`src/hw/rtl/svseq_pkg.sv`:
```
// Shared types, codes and reset tables for the servo pulse sequencer.
package svseq_pkg;

    localparam int unsigned WIDTH_W    = 10;  // pulse width and limit width
    localparam int unsigned KEY_W      = 8;
    localparam int unsigned SEL_W      = 3;
    localparam int unsigned MASK_W     = 4;
    localparam int unsigned CFG_IDX_W  = 4;
    localparam int unsigned REG_COUNT  = 8;
    localparam int unsigned OUT_DATA_W = 32;

    localparam logic [SEL_W-1:0] NO_SERVO = 3'd4;

    typedef enum logic [2:0] {
        ST_SELECTED = 3'd0,
        ST_ADJUSTED = 3'd1,
        ST_NO_SERVO = 3'd2,
        ST_INVALID  = 3'd3,
        ST_TICK     = 3'd4
    } t_status;

    // Result fields known at accept time, plus what the update stage must do.
    typedef struct packed {
        t_status               status;
        logic                  load;     // even tick
        logic                  rd_duty;  // even tick on a real channel slot
        logic                  adj;      // adjust the selected width
        logic                  add;      // 1 = add step, 0 = subtract step
        logic [MASK_W-1:0]     steer;
        logic [MASK_W-1:0]     clr;
        logic [SEL_W-1:0]      sel;
    } t_s0_info;

    // Pulse width after reset, per channel; channels past the fourth start at 0.
    function automatic logic [WIDTH_W-1:0] width_reset(input logic [2:0] idx);
        logic [WIDTH_W-1:0] w;
        case (idx)
            3'd0:    w = 10'd312;
            3'd1:    w = 10'd341;
            3'd2:    w = 10'd542;
            3'd3:    w = 10'd310;
            default: w = '0;
        endcase
        return w;
    endfunction

    localparam logic [WIDTH_W-1:0] MAX_RESET [4] = '{10'd592, 10'd502, 10'd602, 10'd322};
    localparam logic [WIDTH_W-1:0] MIN_RESET [4] = '{10'd142, 10'd342, 10'd292, 10'd202};

endpackage

```
`src/hw/rtl/svseq_width_mem.sv`:
```
// Pulse width memory: registered read, per-entry valid bits, write bypass.
module svseq_width_mem #(
    parameter int unsigned DEPTH = 4
) (
    input  logic                           i_clk,
    input  logic                           i_rst_n,
    input  logic                           i_rd_en,
    input  logic [$clog2(DEPTH)-1:0]       i_rd_addr,
    output logic [svseq_pkg::WIDTH_W-1:0]  o_rd_data,
    input  logic                           i_wr_en,
    input  logic [$clog2(DEPTH)-1:0]       i_wr_addr,
    input  logic [svseq_pkg::WIDTH_W-1:0]  i_wr_data
);
    import svseq_pkg::*;

    localparam int unsigned AW = $clog2(DEPTH);

    logic [WIDTH_W-1:0] r_mem [DEPTH];
    logic [DEPTH-1:0]   r_vld;
    logic [WIDTH_W-1:0] r_rdata;
    logic [AW-1:0]      r_rd_addr;
    logic               r_fw_vld;
    logic [AW-1:0]      r_fw_addr;
    logic [WIDTH_W-1:0] r_fw_data;

    always_ff @(posedge i_clk) begin
        if (i_wr_en) begin
            r_mem[i_wr_addr] <= i_wr_data;
        end
        if (i_rd_en) begin
            r_rdata   <= r_vld[i_rd_addr] ? r_mem[i_rd_addr] : width_reset(3'(i_rd_addr));
            r_rd_addr <= i_rd_addr;
        end
        if (i_wr_en) begin
            r_fw_addr <= i_wr_addr;
            r_fw_data <= i_wr_data;
        end
    end

    always_ff @(posedge i_clk) begin
        if (!i_rst_n) begin
            r_vld    <= '0;
            r_fw_vld <= 1'b0;
        end else if (i_wr_en) begin
            r_vld[i_wr_addr] <= 1'b1;
            r_fw_vld         <= 1'b1;
        end
    end

    // Take the last write when it hit the entry being read; it may have landed
    // on the same edge as the read.
    assign o_rd_data = (r_fw_vld && (r_fw_addr == r_rd_addr)) ? r_fw_data : r_rdata;

endmodule

```
`src/hw/rtl/svseq_decode.sv`:
```
// Front end: decode keys and ticks, keep selection and slot state.
module svseq_decode #(
    parameter int unsigned NUM_CHANNELS = 4,
    parameter int unsigned AW           = 2
) (
    input  logic                        i_clk,
    input  logic                        i_rst_n,
    input  logic                        i_accept,
    input  logic                        i_tick,
    input  logic [svseq_pkg::KEY_W-1:0] i_key,
    output svseq_pkg::t_s0_info         o_info,
    output logic [AW-1:0]               o_addr
);
    import svseq_pkg::*;

    localparam int unsigned SLOT_W = $clog2(NUM_CHANNELS + 1);

    localparam logic [KEY_W-1:0] KEY_1   = 8'h31;
    localparam logic [KEY_W-1:0] KEY_2   = 8'h32;
    localparam logic [KEY_W-1:0] KEY_3   = 8'h33;
    localparam logic [KEY_W-1:0] KEY_4   = 8'h34;
    localparam logic [KEY_W-1:0] KEY_ADD = 8'h61;
    localparam logic [KEY_W-1:0] KEY_SUB = 8'h64;

    logic [SEL_W-1:0]  r_chosen, n_chosen;
    logic [SLOT_W-1:0] r_slot, n_slot;
    logic              r_odd, n_odd;
    logic              idle_slot;
    logic [3:0]        addr_wide;

    always_comb begin
        n_chosen  = r_chosen;
        n_slot    = r_slot;
        n_odd     = r_odd;
        idle_slot = (r_slot >= SLOT_W'(NUM_CHANNELS));
        o_info    = '{status: ST_TICK, load: 1'b0, rd_duty: 1'b0, adj: 1'b0,
                      add: 1'b0, steer: '0, clr: '0, sel: '0};
        if (i_tick) begin
            n_odd = !r_odd;
            if (!r_odd) begin
                o_info.load = 1'b1;
                if (idle_slot) begin
                    n_slot = '0;
                end else begin
                    o_info.rd_duty = 1'b1;
                    o_info.steer   = 4'b0001 << r_slot;
                    n_slot         = SLOT_W'(r_slot + 1'b1);
                end
            end else if (r_slot != '0) begin
                // clear the pin loaded on the previous even tick
                o_info.clr = 4'b0001 << SLOT_W'(r_slot - 1'b1);
            end
        end else begin
            case (i_key)
                KEY_1: begin
                    n_chosen      = 3'd0;
                    o_info.status = ST_SELECTED;
                end
                KEY_2: begin
                    n_chosen      = 3'd2;
                    o_info.status = ST_SELECTED;
                end
                KEY_3: begin
                    n_chosen      = 3'd1;
                    o_info.status = ST_SELECTED;
                end
                KEY_4: begin
                    n_chosen      = 3'd3;
                    o_info.status = ST_SELECTED;
                end
                KEY_ADD, KEY_SUB: begin
                    if (r_chosen == NO_SERVO) begin
                        o_info.status = ST_NO_SERVO;
                    end else begin
                        o_info.status = ST_ADJUSTED;
                        o_info.adj    = 1'b1;
                        o_info.add    = (i_key == KEY_ADD);
                    end
                end
                default: begin
                    o_info.status = ST_INVALID;
                end
            endcase
        end
        o_info.sel = n_chosen;
        addr_wide  = i_tick ? 4'(r_slot) : 4'(r_chosen);
        o_addr     = addr_wide[AW-1:0];
    end

    always_ff @(posedge i_clk) begin
        if (!i_rst_n) begin
            r_chosen <= NO_SERVO;
            r_slot   <= '0;
            r_odd    <= 1'b0;
        end else if (i_accept) begin
            r_chosen <= n_chosen;
            r_slot   <= n_slot;
            r_odd    <= n_odd;
        end
    end

endmodule

```
`src/hw/rtl/four_channel_servo_pulse_sequencer.sv`:
```
// Top level of the servo pulse sequencer: limits, update stage, result register.
//
// Channel   | Dir | Handshake                         | Beat contents
// ----------+-----+-----------------------------------+-------------------------------------
// s_axis    | in  | i_s_axis_tvalid / o_s_axis_tready | tuser: operation; tdata: command_byte
// m_axis    | out | o_m_axis_tvalid / i_m_axis_tready | tdata: one result per input beat
// cfg       | in  | i_cfg_valid / o_cfg_ready         | i_cfg_index, i_cfg_data: width limit
//
// Throughput is one beat per cycle while m_axis does not stall. An accepted beat waits
// in the update stage for the registered read of the pulse width memory, then moves to
// the result register and leaves from there on m_axis.
// Reset is synchronous; per-entry valid bits restore the reset widths at once, so
// there is no clearing pass and the block takes beats from the first cycle.
// A stall on m_axis holds the result register and the update stage; s_axis keeps
// taking beats until both are full.
module four_channel_servo_pulse_sequencer #(
    parameter int unsigned NUM_CHANNELS = 4,   // 1..8
    parameter int unsigned STEP_SIZE    = 10   // 1..64
) (
    input  logic                                  i_clk,
    input  logic                                  i_rst_n,
    // input beats
    input  logic                                  i_s_axis_tvalid,
    output logic                                  o_s_axis_tready,
    input  logic [svseq_pkg::KEY_W-1:0]           i_s_axis_tdata,  // [7:0] command_byte
    input  logic [0:0]                            i_s_axis_tuser,  // [0] operation
    // result beats
    output logic                                  o_m_axis_tvalid,
    input  logic                                  i_m_axis_tready,
    // [2:0] status, [3] pwm_load, [13:4] pwm_duty, [17:14] steer_mask,
    // [21:18] clear_mask, [24:22] selected_channel, [31:25] zero
    output logic [svseq_pkg::OUT_DATA_W-1:0]      o_m_axis_tdata,
    // configuration writes
    input  logic                                  i_cfg_valid,
    output logic                                  o_cfg_ready,
    input  logic [svseq_pkg::CFG_IDX_W-1:0]       i_cfg_index,
    input  logic [svseq_pkg::WIDTH_W-1:0]         i_cfg_data
);
    import svseq_pkg::*;

    // Keep at least four entries: servo keys reach channel 3 whatever the count.
    localparam int unsigned DEPTH  = (NUM_CHANNELS > 4) ? NUM_CHANNELS : 4;
    localparam int unsigned AW     = $clog2(DEPTH);
    localparam int unsigned SUM_W  = WIDTH_W + 2;
    localparam int unsigned RES_W  = 3 + 1 + WIDTH_W + MASK_W + MASK_W + SEL_W;

    // Limits per channel, read by the selected channel in the update stage.
    logic [WIDTH_W-1:0] r_lim_hi [4];
    logic [WIDTH_W-1:0] r_lim_lo [4];

    logic               accept;
    logic               s1_go;
    t_s0_info           s0_info;
    logic [AW-1:0]      s0_addr;
    logic               r_s1_vld;
    t_s0_info           r_s1;
    logic [AW-1:0]      r_s1_addr;
    logic [WIDTH_W-1:0] rd_data;
    logic               wr_en;
    logic [WIDTH_W-1:0] n_width;
    logic [WIDTH_W-1:0] n_duty;
    logic [WIDTH_W-1:0] hi;
    logic [WIDTH_W-1:0] lo;
    logic signed [SUM_W-1:0] sum;
    logic [RES_W-1:0]   n_res;
    logic               r_out_vld;
    logic [RES_W-1:0]   r_out;

    assign s1_go           = r_s1_vld && (!r_out_vld || i_m_axis_tready);
    assign o_s_axis_tready = !r_s1_vld || s1_go;
    assign accept          = i_s_axis_tvalid && o_s_axis_tready;
    assign o_cfg_ready     = 1'b1;

    // Limit registers: even index is the max, odd index the min of a channel.
    always_ff @(posedge i_clk) begin
        if (!i_rst_n) begin
            r_lim_hi <= MAX_RESET;
            r_lim_lo <= MIN_RESET;
        end else if (i_cfg_valid && (i_cfg_index < CFG_IDX_W'(REG_COUNT))) begin
            if (i_cfg_index[0]) begin
                r_lim_lo[i_cfg_index[2:1]] <= i_cfg_data;
            end else begin
                r_lim_hi[i_cfg_index[2:1]] <= i_cfg_data;
            end
        end
    end

    svseq_decode #(
        .NUM_CHANNELS (NUM_CHANNELS),
        .AW           (AW)
    ) u_decode (
        .i_clk    (i_clk),
        .i_rst_n  (i_rst_n),
        .i_accept (accept),
        .i_tick   (i_s_axis_tuser[0]),
        .i_key    (i_s_axis_tdata),
        .o_info   (s0_info),
        .o_addr   (s0_addr)
    );

    svseq_width_mem #(
        .DEPTH (DEPTH)
    ) u_width_mem (
        .i_clk     (i_clk),
        .i_rst_n   (i_rst_n),
        .i_rd_en   (accept),
        .i_rd_addr (s0_addr),
        .o_rd_data (rd_data),
        .i_wr_en   (wr_en),
        .i_wr_addr (r_s1_addr),
        .i_wr_data (n_width)
    );

    // Update stage: hold the decoded beat while the memory read completes.
    always_ff @(posedge i_clk) begin
        if (!i_rst_n) begin
            r_s1_vld <= 1'b0;
        end else if (accept) begin
            r_s1_vld <= 1'b1;
        end else if (s1_go) begin
            r_s1_vld <= 1'b0;
        end
    end

    always_ff @(posedge i_clk) begin
        if (accept) begin
            r_s1      <= s0_info;
            r_s1_addr <= s0_addr;
        end
    end

    // Step the width, then clamp: first down to max, then up to min, so min
    // wins when the limits cross.
    always_comb begin
        hi  = r_lim_hi[r_s1_addr[1:0]];
        lo  = r_lim_lo[r_s1_addr[1:0]];
        sum = r_s1.add ? $signed({2'b00, rd_data}) + $signed(SUM_W'(STEP_SIZE))
                       : $signed({2'b00, rd_data}) - $signed(SUM_W'(STEP_SIZE));
        if (sum >= $signed({2'b00, hi})) begin
            sum = $signed({2'b00, hi});
        end
        if (sum <= $signed({2'b00, lo})) begin
            sum = $signed({2'b00, lo});
        end
        n_width = sum[WIDTH_W-1:0];
        n_duty  = r_s1.rd_duty ? rd_data : '0;
        n_res   = {r_s1.sel, r_s1.clr, r_s1.steer, n_duty, r_s1.load, r_s1.status};
    end

    assign wr_en = s1_go && r_s1.adj;

    // Result register: advance on s1_go, drop the beat once taken.
    always_ff @(posedge i_clk) begin
        if (!i_rst_n) begin
            r_out_vld <= 1'b0;
        end else if (s1_go) begin
            r_out_vld <= 1'b1;
        end else if (i_m_axis_tready) begin
            r_out_vld <= 1'b0;
        end
    end

    always_ff @(posedge i_clk) begin
        if (s1_go) begin
            r_out <= n_res;
        end
    end

    assign o_m_axis_tvalid = r_out_vld;
    assign o_m_axis_tdata  = OUT_DATA_W'(r_out);

endmodule
```
`config.mk`:
```
export PLATFORM = sky130hd
export DESIGN_NAME = four_channel_servo_pulse_sequencer
export DESIGN_NICKNAME = d
export VERILOG_FILES = /design/src/hw/rtl/svseq_pkg.sv /design/src/hw/rtl/svseq_width_mem.sv /design/src/hw/rtl/svseq_decode.sv /design/src/hw/rtl/four_channel_servo_pulse_sequencer.sv
export SDC_FILE = /design/constraint.sdc
export NUM_CORES = 1
export LEC_CHECK = 0
export BUFFER_PORTS_ARGS = -buffer_cell sky130_fd_sc_hd__buf_2
export CAP_MARGIN = 25
export CORE_MARGIN = 5
export CORE_UTILIZATION = 30
export DETAILED_ROUTE_END_ITERATION = 12
export HOLD_SLACK_MARGIN = 0.12
export REMOVE_ABC_BUFFERS = 1
export SYNTH_ARGS = -nofsm -noshare
export SYNTH_HDL_FRONTEND = slang
export SYNTH_HIERARCHICAL = 1
export SYNTH_SLANG_ARGS = --single-unit
```
`constraint.sdc`:
```
create_clock -name i_clk -period 5.4 [get_ports i_clk]
set_clock_uncertainty 0.1 [all_clocks]
set_input_delay 1.35 -clock i_clk [delete_from_list [all_inputs] [get_ports i_clk]]
set_output_delay 1.35 -clock i_clk [all_outputs]
set_load 0.02 [all_outputs]
```
==> results_dict.tcl <==
set metrics [dict create \
    cp_data_required_time_ns 5.58 \
    layout.cells.most_common_list "nand2_1 (144), edfxtp_1 (109), dfxtp_1 (94), buf_2 (54), buf_4 (51)" \
    hold_viol 0 \
    clock-sinks 203 \
    drc 0 \
    critPathLaunchType "flop" \
    cp.buffers_inverters 4 \
    crit_chain "xnor2_1 -> nand3_2 -> buf_6 -> mux2_2 -> buf_4 -> nand3_2 -> or2_4 -> nand2_1 -> xor2_2 -> ha_4 -> a21o_1 -> a21oi_2 -> o221a_4 -> o21a_4 -> nor2_4 -> buf_6 -> mux2_4 -> ha_4 -> nand4_1 -> a21oi_2 -> o2111ai_4 -> buf_6 -> or4_4 -> o311ai_4" \
    critPathKind "flop to flop" \
    cp_slowest_cell "or4_4" \
    wirelength_um 21800 \
    cts_max_level 1 \
    synth.avg_cell_area_um2 11.8 \
    cts_max_path_buffers 3 \
    final_common_cell "nand2_1" \
    ant_nets 0 \
    powerDensity_nw_per_um2 331 \
    synth_top_family_by_area "simple AND/OR/NAND/NOR gates" \
    synth.mux.area_fraction_pct 13.0 \
    cts_made_buffers 21 \
    hold-worst-slack_ns 0.317 \
    dieArea_um2 35500 \
    dp_hpwl_um 15000 \
    start_util_pct 30.4 \
    gp_congestion 0.884 \
    avgRoutedWirePerCell_um 16.5 \
    leakagePower_nw 4.28 \
    critPathArrivalTime_ns 5.50 \
    clock_latency_ns 0.51 \
    slew_headroom_pct 41.9 \
    ys.flop_type "edfxtp_1" \
    drt_iter0_drc 452 \
    slew_viol_final 0 \
    yosysUniqueCellTypes 67 \
    synthAdderAreaFrac_pct 4.45 \
    drv_cap 0 \
    setup-violations-final 0 \
    io_pins 63 \
    final_nets 964 \
    via_count 6286 \
    run_status "finished, final reports clean" \
    ys_seq_elements 203 \
    antenna_cells 0 \
    grt_overflow 0 \
    rows 65 \
    die_w_um 188 \
    drive_above_1_share_pct 27.3 \
    syn-instance-count 812 \
    tritoncts "done" \
    grt_start_max_net_pins 63 \
    grt_first_pass_wirelength_um 34200 \
    netlist_area_um2 9560 \
    antenna_found_initial 0 \
    cts-root-buf "clkbuf_16" \
    hp-class "flop to flop" \
    period_minus_slack_ns 5.33 \
    synth_compound_area_share_pct 8.73 \
    die_y_um 188 \
    port_buffers 54 \
    grt_usage_pct 11.7 \
    cp_top_family "simple AND/OR/NAND/NOR gates" \
    synth-xor-area-share_pct 1.19 \
    cts-hold-fix-buffers 0 \
    seq_area_frac_synth_pct 53.9 \
    ir_worst_vdd_v 0.000201 \
    power.total_mw 3.79 \
    worst_slew_pin_slew_ns 0.872 \
    max_freq_mhz 188 \
    cts.clk_slew.worst_paths_ns 0.06 \
    yosys.area_share.simple_pct 14.5 \
    viasPerCell 4.77 \
    period_share_pct 98.6 \
    critPathMostFrequentCell "buf_6" \
    rsz0062_at_grt "yes" \
    ys_warn_count 6 \
    crit_path_end_kind "flop" \
    synth_edf_count 109 \
    fillers 3052 \
    crit_fanout 7 \
    slowest_delay_ns 0.43 \
    core_area_um2 31500 \
    area_growth_pct 19.6 \
    grt_pass1_vias 6232 \
    synthArstFlopShare_pct 0 \
    dr.pass1.iters 5 \
]
==> report_power, final <==
group	switching, mW	leakage (nW)	internal [mW]
clock network	0.588	0.309	0.761
logic	0.380	2.19	0.304
registers	0.0239	1.78	1.73
total	0.992	4.28	2.79
==> cells in the mapped netlist, types with 15 or more instances <==
library cell	count	area share, %
a21boi_0	32	2.5
dfxtp_1	94	20
nand3_1	27	1.4
nor2b_1	25	1.6
mux4_2	29	6.8
nand2_1	144	5.7
a21oi_1	18	0.94
ha_1	34	4.5
mux2i_1	35	3.7
and2_1	18	1.2
o21ai_0	18	0.94
inv_1	29	1.1
clkbuf_1	25	0.98
edfxtp_1	109	34
mux2_2	15	1.8
==> cell type report <==
class	count	area (µm²)	share of cell area, %
inverter	29	111	0.974
sequential	203	5150	45.1
tap	402	503	4.40
clock inverter	9	53.8	0.470
multi-input combinational	533	4270	37.4
clock buffer	29	586	5.12
timing repair buffer	114	754	6.60
==> cells by family after synthesis <==
group           count (synthesis)
simple gates                  279
other cells                     2
buf+inv                        82
fa+ha+maj                      34
compound gates                116
flops                         203
mux                            83
xor+xnor                       13
==> stage by stage <==
step	utilization, %	instance area (µm²)	setup WS (ns)	TNS, ns	instances
floorplan	-	9290	-0.0303	-0.152	765
global placement	33.2	10400	-0.0479	-0.399	1269
detailed placement	33.2	10500	-0.179	-3.24	1270
CTS	35.4	11100	-0.00361	-0.0197	1310
global route	36.3	11400	-0.156	-3.72	1319
finish	36.3	11400	0.0733	0	1319
==> metal layers <==
metal  part of all wire (%)  global-route usage, %  routed length, µm
met5                      0                      0                  0
met4                    1.5                   1.93                334
met2                     46                   19.1              10100
met1                     48                   16.6              10400
met3                    4.3                   2.19                945
==> path summary, 6_finish.rpt <==
kind | start | endpoint | slack [ns] | cells after the start
worst max-delay path | u_width_mem/r_fw_addr[0] | u_width_mem/r_mem[3][1] | 0.07 | 24
worst min-delay path | n_res[16] | r_out[16] | 0.32 | 0
worst max register to register | u_width_mem/r_fw_addr[0] | u_width_mem/r_mem[3][1] | 0.07 | 24
worst min register to register | n_res[16] | r_out[16] | 0.32 | 0
==> flip-flops by register name, indices dropped and copies added (netlist names), 3 cells and up <==
| name | cells |
|---|---|
| u_width_mem/r_vld | 4 |
| r_lim_lo | 40 |
| r_s1 | 3 |
| n_res | 15 |
| u_width_mem/r_mem | 40 |
| u_width_mem/r_fw_data | 10 |
| u_decode/r_slot | 3 |
| r_lim_hi | 40 |
| u_decode/r_chosen | 3 |
| r_out | 25 |
| u_width_mem/r_rdata | 10 |
==> what timing repair did <==
item / in CTS / in global routing
setup endpoints to repair: 44 / 50
gates resized for setup: 10 / 51
pin swaps: 3 / 18
gates cloned: 0 / 0
buffers inserted: 2 / 9
hold endpoints to repair: 0 / 0
No activity file was read; power rests on OpenSTA's default activity.
